[src/sv/lpxr_pkg.sv]
package lpxr_pkg;

  // Field widths of a serial or frame byte and of the emitted byte position
  localparam int unsigned BYTE_W = 8;
  localparam int unsigned POS_W  = 6;
  // Frame byte counter; holds the longest frame (header + 255 + checksum)
  localparam int unsigned CNT_W  = 9;
  // Header byte that carries the payload length
  localparam int unsigned LENGTH_INDEX = 3;

  // Controller to datapath
  typedef struct packed {
    logic take;      // a serial byte request is accepted this cycle
    logic rd_start;  // rewind the readout index
    logic rd_en;     // read the store at the readout index
    logic rd_next;   // advance the readout index
  } lpxr_cmd_t;

  // Datapath to controller
  typedef struct packed {
    logic good_end;  // current byte closes a frame whose checksum and length are good
    logic rd_last;   // readout index is on the final byte of the frame
  } lpxr_sts_t;

endpackage

[src/sv/lpxr_if.sv]
interface lpxr_in_if import lpxr_pkg::*; ();
  logic              valid;
  logic              ready;
  logic [BYTE_W-1:0] rx_byte;

  modport source (output valid, output rx_byte, input ready);
  modport sink   (input valid, input rx_byte, output ready);
endinterface

interface lpxr_out_if import lpxr_pkg::*; ();
  logic              valid;
  logic              ready;
  logic [BYTE_W-1:0] frame_byte;
  logic [POS_W-1:0]  byte_position;
  logic              frame_end;

  modport source (output valid, output frame_byte, output byte_position, output frame_end,
                  input ready);
  modport sink   (input valid, input frame_byte, input byte_position, input frame_end,
                  output ready);
endinterface

[src/sv/length_prefixed_xor_frame_receiver_core.sv]
// Serial bytes are taken one per cycle while a frame is being received.
// On the checksum byte of a good frame readout starts; for each frame byte the store
// is read into the output register (read state), then the byte is shown (show state);
// no serial byte is taken until the last frame byte has been delivered.
// Synchronous active-low reset clears the byte count, running XOR and controller;
// the frame store is not cleared.
module length_prefixed_xor_frame_receiver_core import lpxr_pkg::*; #(
  parameter int unsigned HEADER_BYTES = 4,
  parameter int unsigned MAX_PAYLOAD  = 32
) (
  input logic        clk,
  input logic        rst_n,
  lpxr_in_if.sink    in_if,
  lpxr_out_if.source out_if
);

  lpxr_cmd_t cmd;
  lpxr_sts_t sts;

  lpxr_ctrl u_ctrl (
    .clk       (clk),
    .rst_n     (rst_n),
    .in_valid  (in_if.valid),
    .in_ready  (in_if.ready),
    .out_valid (out_if.valid),
    .out_ready (out_if.ready),
    .sts       (sts),
    .cmd       (cmd)
  );

  lpxr_dp #(
    .HEADER_BYTES (HEADER_BYTES),
    .MAX_PAYLOAD  (MAX_PAYLOAD)
  ) u_dp (
    .clk           (clk),
    .rst_n         (rst_n),
    .cmd           (cmd),
    .sts           (sts),
    .rx_byte       (in_if.rx_byte),
    .frame_byte    (out_if.frame_byte),
    .byte_position (out_if.byte_position),
    .frame_end     (out_if.frame_end)
  );

endmodule

[src/sv/lpxr_ctrl.sv]
module lpxr_ctrl import lpxr_pkg::*; (
  input  logic      clk,
  input  logic      rst_n,
  input  logic      in_valid,
  output logic      in_ready,
  output logic      out_valid,
  input  logic      out_ready,
  input  lpxr_sts_t sts,
  output lpxr_cmd_t cmd
);

  localparam logic [1:0] ST_RX   = 2'd0;
  localparam logic [1:0] ST_READ = 2'd1;
  localparam logic [1:0] ST_SHOW = 2'd2;

  logic [1:0] state_r, state_nxt;
  logic       take, give;

  assign in_ready  = (state_r == ST_RX);
  assign out_valid = (state_r == ST_SHOW);
  assign take      = in_valid && in_ready;
  assign give      = out_valid && out_ready;

  // Drive datapath commands
  always_comb begin
    cmd.take     = take;
    cmd.rd_start = take && sts.good_end;
    cmd.rd_en    = (state_r == ST_READ);
    cmd.rd_next  = give && !sts.rd_last;
  end

  // Receive, then read and show each stored byte in turn
  always_comb begin
    state_nxt = state_r;
    unique case (state_r)
      ST_RX: begin
        if (take && sts.good_end) state_nxt = ST_READ;
      end
      ST_READ: begin
        state_nxt = ST_SHOW;
      end
      ST_SHOW: begin
        if (give) state_nxt = sts.rd_last ? ST_RX : ST_READ;
      end
      default: state_nxt = ST_RX;
    endcase
  end

  always_ff @(posedge clk) begin
    if (!rst_n) begin
      state_r <= ST_RX;
    end else begin
      state_r <= state_nxt;
    end
  end

endmodule

[src/sv/lpxr_dp.sv]
module lpxr_dp import lpxr_pkg::*; #(
  parameter int unsigned HEADER_BYTES = 4,
  parameter int unsigned MAX_PAYLOAD  = 32
) (
  input  logic              clk,
  input  logic              rst_n,
  input  lpxr_cmd_t         cmd,
  output lpxr_sts_t         sts,
  input  logic [BYTE_W-1:0] rx_byte,
  output logic [BYTE_W-1:0] frame_byte,
  output logic [POS_W-1:0]  byte_position,
  output logic              frame_end
);

  localparam int unsigned DEPTH = HEADER_BYTES + MAX_PAYLOAD;
  localparam int unsigned AW    = $clog2(DEPTH);

  logic [BYTE_W-1:0] store_mem [DEPTH];

  logic [CNT_W-1:0]  cnt_r, cnt_nxt, cnt_inc, total;
  logic [BYTE_W-1:0] par_r, par_nxt;
  logic [BYTE_W-1:0] len_r;
  logic [AW-1:0]     last_idx_r;
  logic [AW-1:0]     rd_idx_r, rd_idx_nxt;
  logic [BYTE_W-1:0] rd_data_r;
  logic              at_end;

  assign cnt_inc = cnt_r + CNT_W'(1);
  assign total   = CNT_W'(HEADER_BYTES) + CNT_W'(len_r) + CNT_W'(1);
  assign at_end  = (cnt_inc > CNT_W'(HEADER_BYTES)) && (cnt_inc == total);

  always_comb begin
    sts.good_end = at_end && (rx_byte == par_r) && (len_r <= BYTE_W'(MAX_PAYLOAD));
    sts.rd_last  = (rd_idx_r == last_idx_r);
  end

  // Count the frame and fold bytes into the running XOR; clear on the checksum byte
  always_comb begin
    cnt_nxt = cnt_r;
    par_nxt = par_r;
    if (cmd.take) begin
      if (at_end) begin
        cnt_nxt = '0;
        par_nxt = '0;
      end else begin
        cnt_nxt = cnt_inc;
        par_nxt = par_r ^ rx_byte;
      end
    end
  end

  always_ff @(posedge clk) begin
    if (!rst_n) begin
      cnt_r <= '0;
      par_r <= '0;
    end else begin
      cnt_r <= cnt_nxt;
      par_r <= par_nxt;
    end
  end

  // Hold the length byte, and the final readout index captured at each frame end
  always_ff @(posedge clk) begin
    if (cmd.take && (cnt_r == CNT_W'(LENGTH_INDEX))) begin
      len_r <= rx_byte;
    end
    if (cmd.take && at_end) begin
      last_idx_r <= AW'(HEADER_BYTES + 32'(len_r) - 1);
    end
  end

  // Write bytes that fit in the store; drop the rest of an oversize frame; read on rd_en
  always_ff @(posedge clk) begin
    if (cmd.take && (cnt_r < CNT_W'(DEPTH))) begin
      store_mem[cnt_r[AW-1:0]] <= rx_byte;
    end
    if (cmd.rd_en) begin
      rd_data_r <= store_mem[rd_idx_r];
    end
  end

  // Step the readout index
  always_comb begin
    rd_idx_nxt = rd_idx_r;
    if (cmd.rd_start) begin
      rd_idx_nxt = '0;
    end else if (cmd.rd_next) begin
      rd_idx_nxt = rd_idx_r + AW'(1);
    end
  end

  always_ff @(posedge clk) begin
    if (!rst_n) begin
      rd_idx_r <= '0;
    end else begin
      rd_idx_r <= rd_idx_nxt;
    end
  end

  assign frame_byte    = rd_data_r;
  assign byte_position = POS_W'(rd_idx_r);
  assign frame_end     = sts.rd_last;

endmodule

[src/flat_wrapper.sv]
// flat-port wrapper written by rule: the top's interface ports become plain ports
module length_prefixed_xor_frame_receiver_core_flat import lpxr_pkg::*;
#(
  parameter int unsigned HEADER_BYTES = 4,
  parameter int unsigned MAX_PAYLOAD  = 32
)
  (clk, rst_n, in_if_valid, in_if_rx_byte, in_if_ready, out_if_valid, out_if_frame_byte, out_if_byte_position, out_if_frame_end, out_if_ready);
  lpxr_in_if in_if_i ();
  lpxr_out_if out_if_i ();
  input logic clk;
  input logic rst_n;
  input wire logic [$bits(in_if_i.valid)-1:0] in_if_valid;
  input wire logic [$bits(in_if_i.rx_byte)-1:0] in_if_rx_byte;
  output wire logic [$bits(in_if_i.ready)-1:0] in_if_ready;
  output wire logic [$bits(out_if_i.valid)-1:0] out_if_valid;
  output wire logic [$bits(out_if_i.frame_byte)-1:0] out_if_frame_byte;
  output wire logic [$bits(out_if_i.byte_position)-1:0] out_if_byte_position;
  output wire logic [$bits(out_if_i.frame_end)-1:0] out_if_frame_end;
  input wire logic [$bits(out_if_i.ready)-1:0] out_if_ready;
  assign in_if_i.valid = in_if_valid;
  assign in_if_i.rx_byte = in_if_rx_byte;
  assign in_if_ready = in_if_i.ready;
  assign out_if_valid = out_if_i.valid;
  assign out_if_frame_byte = out_if_i.frame_byte;
  assign out_if_byte_position = out_if_i.byte_position;
  assign out_if_frame_end = out_if_i.frame_end;
  assign out_if_i.ready = out_if_ready;
  length_prefixed_xor_frame_receiver_core #(.HEADER_BYTES(HEADER_BYTES), .MAX_PAYLOAD(MAX_PAYLOAD)) u_core (.clk(clk), .rst_n(rst_n), .in_if(in_if_i), .out_if(out_if_i));
endmodule
[config.mk]
export PLATFORM = sky130hd
export DESIGN_NAME = length_prefixed_xor_frame_receiver_core_flat
export DESIGN_NICKNAME = d
export VERILOG_FILES = /design/src/sv/lpxr_pkg.sv /design/src/sv/lpxr_if.sv /design/src/sv/length_prefixed_xor_frame_receiver_core.sv /design/src/sv/lpxr_ctrl.sv /design/src/sv/lpxr_dp.sv /design/src/flat_wrapper.sv
export SDC_FILE = /design/constraint.sdc
export NUM_CORES = 1
export LEC_CHECK = 0
export ABC_AREA = 1
export BUFFER_PORTS_ARGS = -buffer_cell sky130_fd_sc_hd__buf_2
export CELL_PAD_IN_SITES_DETAIL_PLACEMENT = 1
export CELL_PAD_IN_SITES_GLOBAL_PLACEMENT = 1
export CORE_ASPECT_RATIO = 2
export CORE_MARGIN = 3
export CORE_UTILIZATION = 30
export DETAILED_ROUTE_END_ITERATION = 16
export MAX_ROUTING_LAYER = met4
export PLACE_DENSITY = 0.48
export SYNTH_ARGS = -nofsm -noshare
export SYNTH_HDL_FRONTEND = slang
export SYNTH_SLANG_ARGS = --single-unit
export TNS_END_PERCENT = 30
[constraint.sdc]
create_clock -name clk -period 3.2 [get_ports clk]
set_input_delay 0.64 -clock clk [delete_from_list [all_inputs] [get_ports clk]]
set_output_delay 0.64 -clock clk [all_outputs]
set_load 0.005 [all_outputs]
### Yosys cells after proc, flatten, opt, wreduce, memory -nomap -nowiden

Memories as Yosys holds them, arrays and structs flattened. A register that Yosys moved wholly into a read port is not among the register bits.
Cells that the tools add are included.

| word-level totals | value |
|---|---|
| input port bits | 12 |
| flip-flop bits (word level) | 39 |
| output and inout port bits | 17 |
| bits in writable memories | 288 |
| memories | 1 |

| cells by class | value |
|---|---|
| add/subtract/negate cells | 6 |
| multiplexer cells | 8 |
| equal/unequal tests | 8 |
| bitwise operators | 2 |
| reduce and logical (&&, ||, !) cells | 14 |
| $lt $le $gt $ge | 3 |

Memory list:

| name | words | bits a word | rd ports | clocked after Yosys merged registers in | write ports | line | RTL |
|---|---|---|---|---|---|---|---|
| u_core.u_dp.store_mem | 36 | 8 | 1 | 1 | 1 | lpxr_dp.sv:18 | `logic [BYTE_W-1:0] store_mem [DEPTH];` |

Operators by type and width:

| operator | count |
|---|---|
| 9-bit by 1-bit adder with 9-bit output, second input constant | 2 |
| 1-bit logical AND | 10 |
| 3-bit by 8-bit adder with 9-bit output, first input constant | 1 |
| 9-bit by 2-bit equality test with 1-bit output, second input constant | 1 |
| 9-bit equality test | 1 |
| 9-bit by 3-bit > comparator with 1-bit output, second input constant | 1 |
| 9-bit by 6-bit < comparator with 1-bit output, second input constant | 1 |
| 9-bit 2-to-1 mux | 1 |
| 8-bit equality test | 1 |
| 8-bit by 6-bit <= comparator with 1-bit output, second input constant | 1 |
| 8-bit 2-to-1 mux | 1 |
| 8-bit XOR | 1 |
| 3-bit by 6-bit adder with 6-bit output, first input constant | 1 |
| 6-bit by 1-bit adder with 6-bit output, second input constant | 1 |
| 6-bit equality test | 1 |
| 2-bit one-hot mux with 3 select lines | 1 |
| 6-bit by 1-bit subtractor with 6-bit output, second input constant | 1 |
| 2-bit 2-to-1 mux | 2 |
| 2-bit by 1-bit != test with 1-bit output, second input constant | 2 |
| 1-bit 2-to-1 mux | 3 |
| 2-bit by 1-bit equality test with 1-bit output, second input constant | 1 |
| 2-bit equality test, second input constant | 1 |
| 2-bit logical NOT | 1 |
| 2-bit AND reduction | 1 |
| 3 further kinds | 3 |

### Longest topological paths before layout

| logic depth | value |
|---|---|
| word-level depth | 9 |
| depth in mapped cells | 16 |
| mapped depth without buffers | 15 |

### Cells and area by module

From an unflattened synthesis, not the netlist that was laid out.

| second synthesis, totals | value |
|---|---|
| cell total of the unflattened synthesis | 1208 |
| area total of the unflattened synthesis | 14188.6 um^2 |

By module, submodules not included:

| module | cells each | area each (um^2) | instances |
|---|---|---|---|
| lpxr_dp | 1181 | 14013.4 | 1 |
| lpxr_ctrl | 27 | 175.2 | 1 |

### Worst setup path after synthesis

Ideal clock, no wire load.

| timing path | value |
|---|---|
| kind | input -> register |
| start | input port in_if_valid |
| end | memory u_core.u_dp.store_mem[25][0], enable pin |
| arrival time | 2061 ps |
| setup time | 383 ps |
| path slack | 756 ps |
| data required time | 2817 ps |
| path buffers | 0 |
| stages | 7 |
| cell sequence | nand2_1 > inv_2 > nand3_1 > inv_1 > o21ai_1 > or2_2 > nor3_1 |

| between the ends | value |
|---|---|
| cells in the longest elaborated chain, start to end | 4 |

RTL lines:

| what | line | RTL |
|---|---|---|
| start, declared | flat_wrapper.sv:12 | `input wire logic [$bits(in_if_i.valid)-1:0] in_if_valid;` |
| 1-bit logical AND | lpxr_ctrl.sv:21 | `assign take = in_valid && in_ready;` |
| 1-bit logical AND | lpxr_dp.sv:74 | `if (cmd.take && (cnt_r < CNT_W'(DEPTH))) begin` |
| 1-bit 2-to-1 mux | lpxr_dp.sv:74 |  |
| 1-bit 2-to-1 mux (not written as such) | lpxr_dp.sv:75 | `store_mem[cnt_r[AW-1:0]] <= rx_byte;` |
| end, declared | lpxr_dp.sv:18 |  |

No other way between the ends.

### Worst setup path after layout

| timing path | value |
|---|---|
| start | register u_core.u_dp.rd_idx_r[2], in the netlist u_core.u_dp.byte_position[2] |
| end | output port out_if_frame_end |

| between the ends | value |
|---|---|
| cells in the longest elaborated chain, start to end | 1 |

RTL lines:

| what | line | RTL |
|---|---|---|
| start, declared | lpxr_dp.sv:24 | `logic [AW-1:0] rd_idx_r, rd_idx_nxt;` |
| start signal, assigned | lpxr_dp.sv:96 | `rd_idx_r <= rd_idx_nxt;` |
| 6-bit equality test | lpxr_dp.sv:34 | `sts.rd_last = (rd_idx_r == last_idx_r);` |
| end, declared | flat_wrapper.sv:18 | `output wire logic [$bits(out_if_i.frame_end)-1:0] out_if_frame_end;` |

No other way between the ends.

==> metrics.csv <==
metric,value,unit
area_growth,14.7,%
grt.total_usage,0.181,
grt_pass1_wl,65.9,mm
synth.area.top_cells,"edfxtp_1 (66%), nor2_1 (5.7%), o21ai_0 (5.2%)",
num_rows,112,
dp_cells,1875,
hp-class,in -> reg,
finish.utilization,0.348,
gp_congestion,0.804,
die_area,0.0500,mm²
p_sw,0.00186,W
cts_tree,built,
drt_iter0_drc,526,
die_height,313,µm
drive_gt1_frac,0.140,
cts.sinks,335,
detail-route-antenna-nets,0,
yosysSeqAreaShare,0.692,
wirelength,44.2,mm
peakVddDrop,0.000331,V
drt_pass1_iterations,6,
worstMarginPinSlew,0.923,ns
design_area,0.0163,mm²
arrival,2.06,ns
clock_latency,0.57,ns
n_fill_cell,5046,
synth_top_area_share,0.657,
fp.dieW,160,µm
hold_violations,0,
p_leak,5.49,nW
crit_fanout,12,
post-route-min-period,2.70,ns
clock_tree.buffer_depth,3,
placed_cell_area,0.0153,mm²
synth.most_common_cell,edfxtp_1,
diodes,0,
netlist_instances,1220,
power.density,534,mW/mm²
dp_hpwl,29.7,mm
ios,29,
setup_viol,0,
io_buffers,28,
fin_crit_sh,0.845,
switching_share,0.214,
p_comb_frac,0.036,
yosys_register_bits,335,
cts_root_buffer,clkbuf_16,
clock_skew,0.00993,ns
power.share.sequential,0.557,
synth_cell_types,44,
antenna_found_initial,0,
via_count,9439,
syn_area,0.0142,mm²
h-tree-depth,1,
critPathRequiredTime,2.56,ns
relSlewSlack,0.383,
cts_buffers,31,
slew_violations,0,
yosysWarnings,0,
cts_hold_buf,0,
p_int,0.00682,W
fin_nets,1299,
synth_common_cells,"edfxtp_1 (310), nor2_1 (217), o21ai_0 (147)",
synth_edf_count,310,
yosysTopAreaCell,edfxtp_1,
maxCapViolations,0,
async_flop_share,0,
synth_ff_type,edfxtp_1,
cts_resized,0,
fmax,370,MHz
layout.cells.non_filler,1932,
startpoint_type,register,
crit_type,reg -> out,
rsz0062_at_grt,false,
clkTransAtPathRegs,0.07,ns
grt_pass1_vias,10100,
grt_remaining_overflow,0,
postSynthAreaPerCell,11.6,µm²
grt_start_max_net_pins,77,
worstSetupEndpointType,primary output,
drc,0,
outcome,completed,
clockPowerShare,0.408,
fp.coreArea,0.0467,mm²
avgRoutedWirePerCell,22.9,µm
postCtsSetupBuffers,0,
initial_core_util,0.304,
tns,0,ns
syn-num-nets,1238,
viasPerCell,4.89,
-- power groups by stage --
stage / Clock [W] / Combinational [W] / Sequential, W
final: 0.00354 / 0.000312 / 0.00483
after detailed placement: 0 / 0.000324 / 0.00493
after global routing: 0.00382 / 0.000341 / 0.00483
after floorplan: 0 / 0.000135 / 0.00492
after CTS: 0.00364 / 0.000325 / 0.00483
after global placement: 0 / 0.000322 / 0.00493
-- metrics by stage --
stage                     worst slack [ns]  total power, W  hold WS, ns
after detailed placement             0.633         0.00525        0.484
final                                0.495         0.00868        0.380
after global placement               0.621         0.00525        0.469
after CTS                            0.370         0.00880        0.359
after floorplan                      0.756         0.00506        0.458
after global routing                 0.288         0.00899        0.383
-- area by class of cell --
class                           instances  area [µm²]  share of cell area
Sequential cell                       335        9810               0.604
Multi-Input combinational cell        755        3780               0.233
Clock buffer                           40         810              0.0498
Tap cell                              627         785              0.0483
Timing Repair Buffer                   95         693              0.0426
Inverter                               63         243              0.0149
Clock inverter                         17         129             0.00793
-- cells in the final DEF, fill, tap and decap left out, drive strengths merged, types with 2 or more instances in the layout --
| master | netlist | routed |
|---|---|---|
| a21oi | 20 | 20 |
| buf | 21 | 95 |
| bufinv | 0 | 2 |
| clkbuf | 43 | 40 |
| clkinv | 4 | 17 |
| clkinvlp | 0 | 2 |
| dfxtp | 25 | 25 |
| edfxtp | 310 | 310 |
| ha | 6 | 6 |
| inv | 59 | 59 |
| nand2 | 160 | 160 |
| nand3 | 50 | 50 |
| nand4 | 23 | 23 |
| nor2 | 225 | 225 |
| nor3 | 10 | 10 |
| nor4 | 4 | 4 |
| o211ai | 6 | 6 |
| o21ai | 148 | 148 |
| o221ai | 26 | 26 |
| o22ai | 46 | 46 |
| xnor2 | 5 | 5 |
| xor2 | 18 | 18 |
-- cells by family after synthesis --
kind of cell	synth area share
buffers and inverters	0.0411
AOI/OAI and AO/OA	0.103
DFF	0.692
and+or+nand+nor	0.144
adders and majority gates	0.00530
xor gates and xnor gates	0.0142
-- final timing paths --
kind                                                                start                                   endpoint  slack [ns]  cells after the start
worst min register to register          u_core.u_dp.par_r[7]$_SDFFE_PN0P_          u_core.u_dp.par_r[7]$_SDFFE_PN0P_        0.49                      2
worst max register to register          u_core.u_dp.cnt_r[1]$_SDFFE_PN0P_  u_core.u_dp.byte_position[0]$_SDFFE_PP0P_        0.68                     13
worst max-delay path            u_core.u_dp.byte_position[2]$_SDFFE_PP0P_                           out_if_frame_end        0.50                      5
worst min-delay path                                         out_if_ready      u_core.u_ctrl.state_r[1]$_SDFFE_PN0P_        0.38                      4
-- critical path, cell delays in order (launching register included) --
cell and delay (ns):
dfxtp_1 0.84, xor2_1 0.14, nor2_1 0.13, nand3_1 0.19, inv_1 0.09, buf_2 0.11
-- sequential cells by signal, summed over array words and instances (netlist names) --
signal / cells
u_core.u_dp.store_mem: 288
u_core.u_dp.cnt_r: 9
u_core.u_dp.frame_byte: 8
u_core.u_dp.len_r: 8
u_core.u_dp.par_r: 8
u_core.u_dp.byte_position: 6
u_core.u_dp.last_idx_r: 6
u_core.u_ctrl.state_r: 2
-- layer usage --
layer  routed length (µm)  GRT usage
met2                24700      0.344
met4                 1760     0.0685
met1                16700      0.194
met5                    0          -
met3                  949     0.0160
Note: power is estimated with default switching activity, not from simulation.
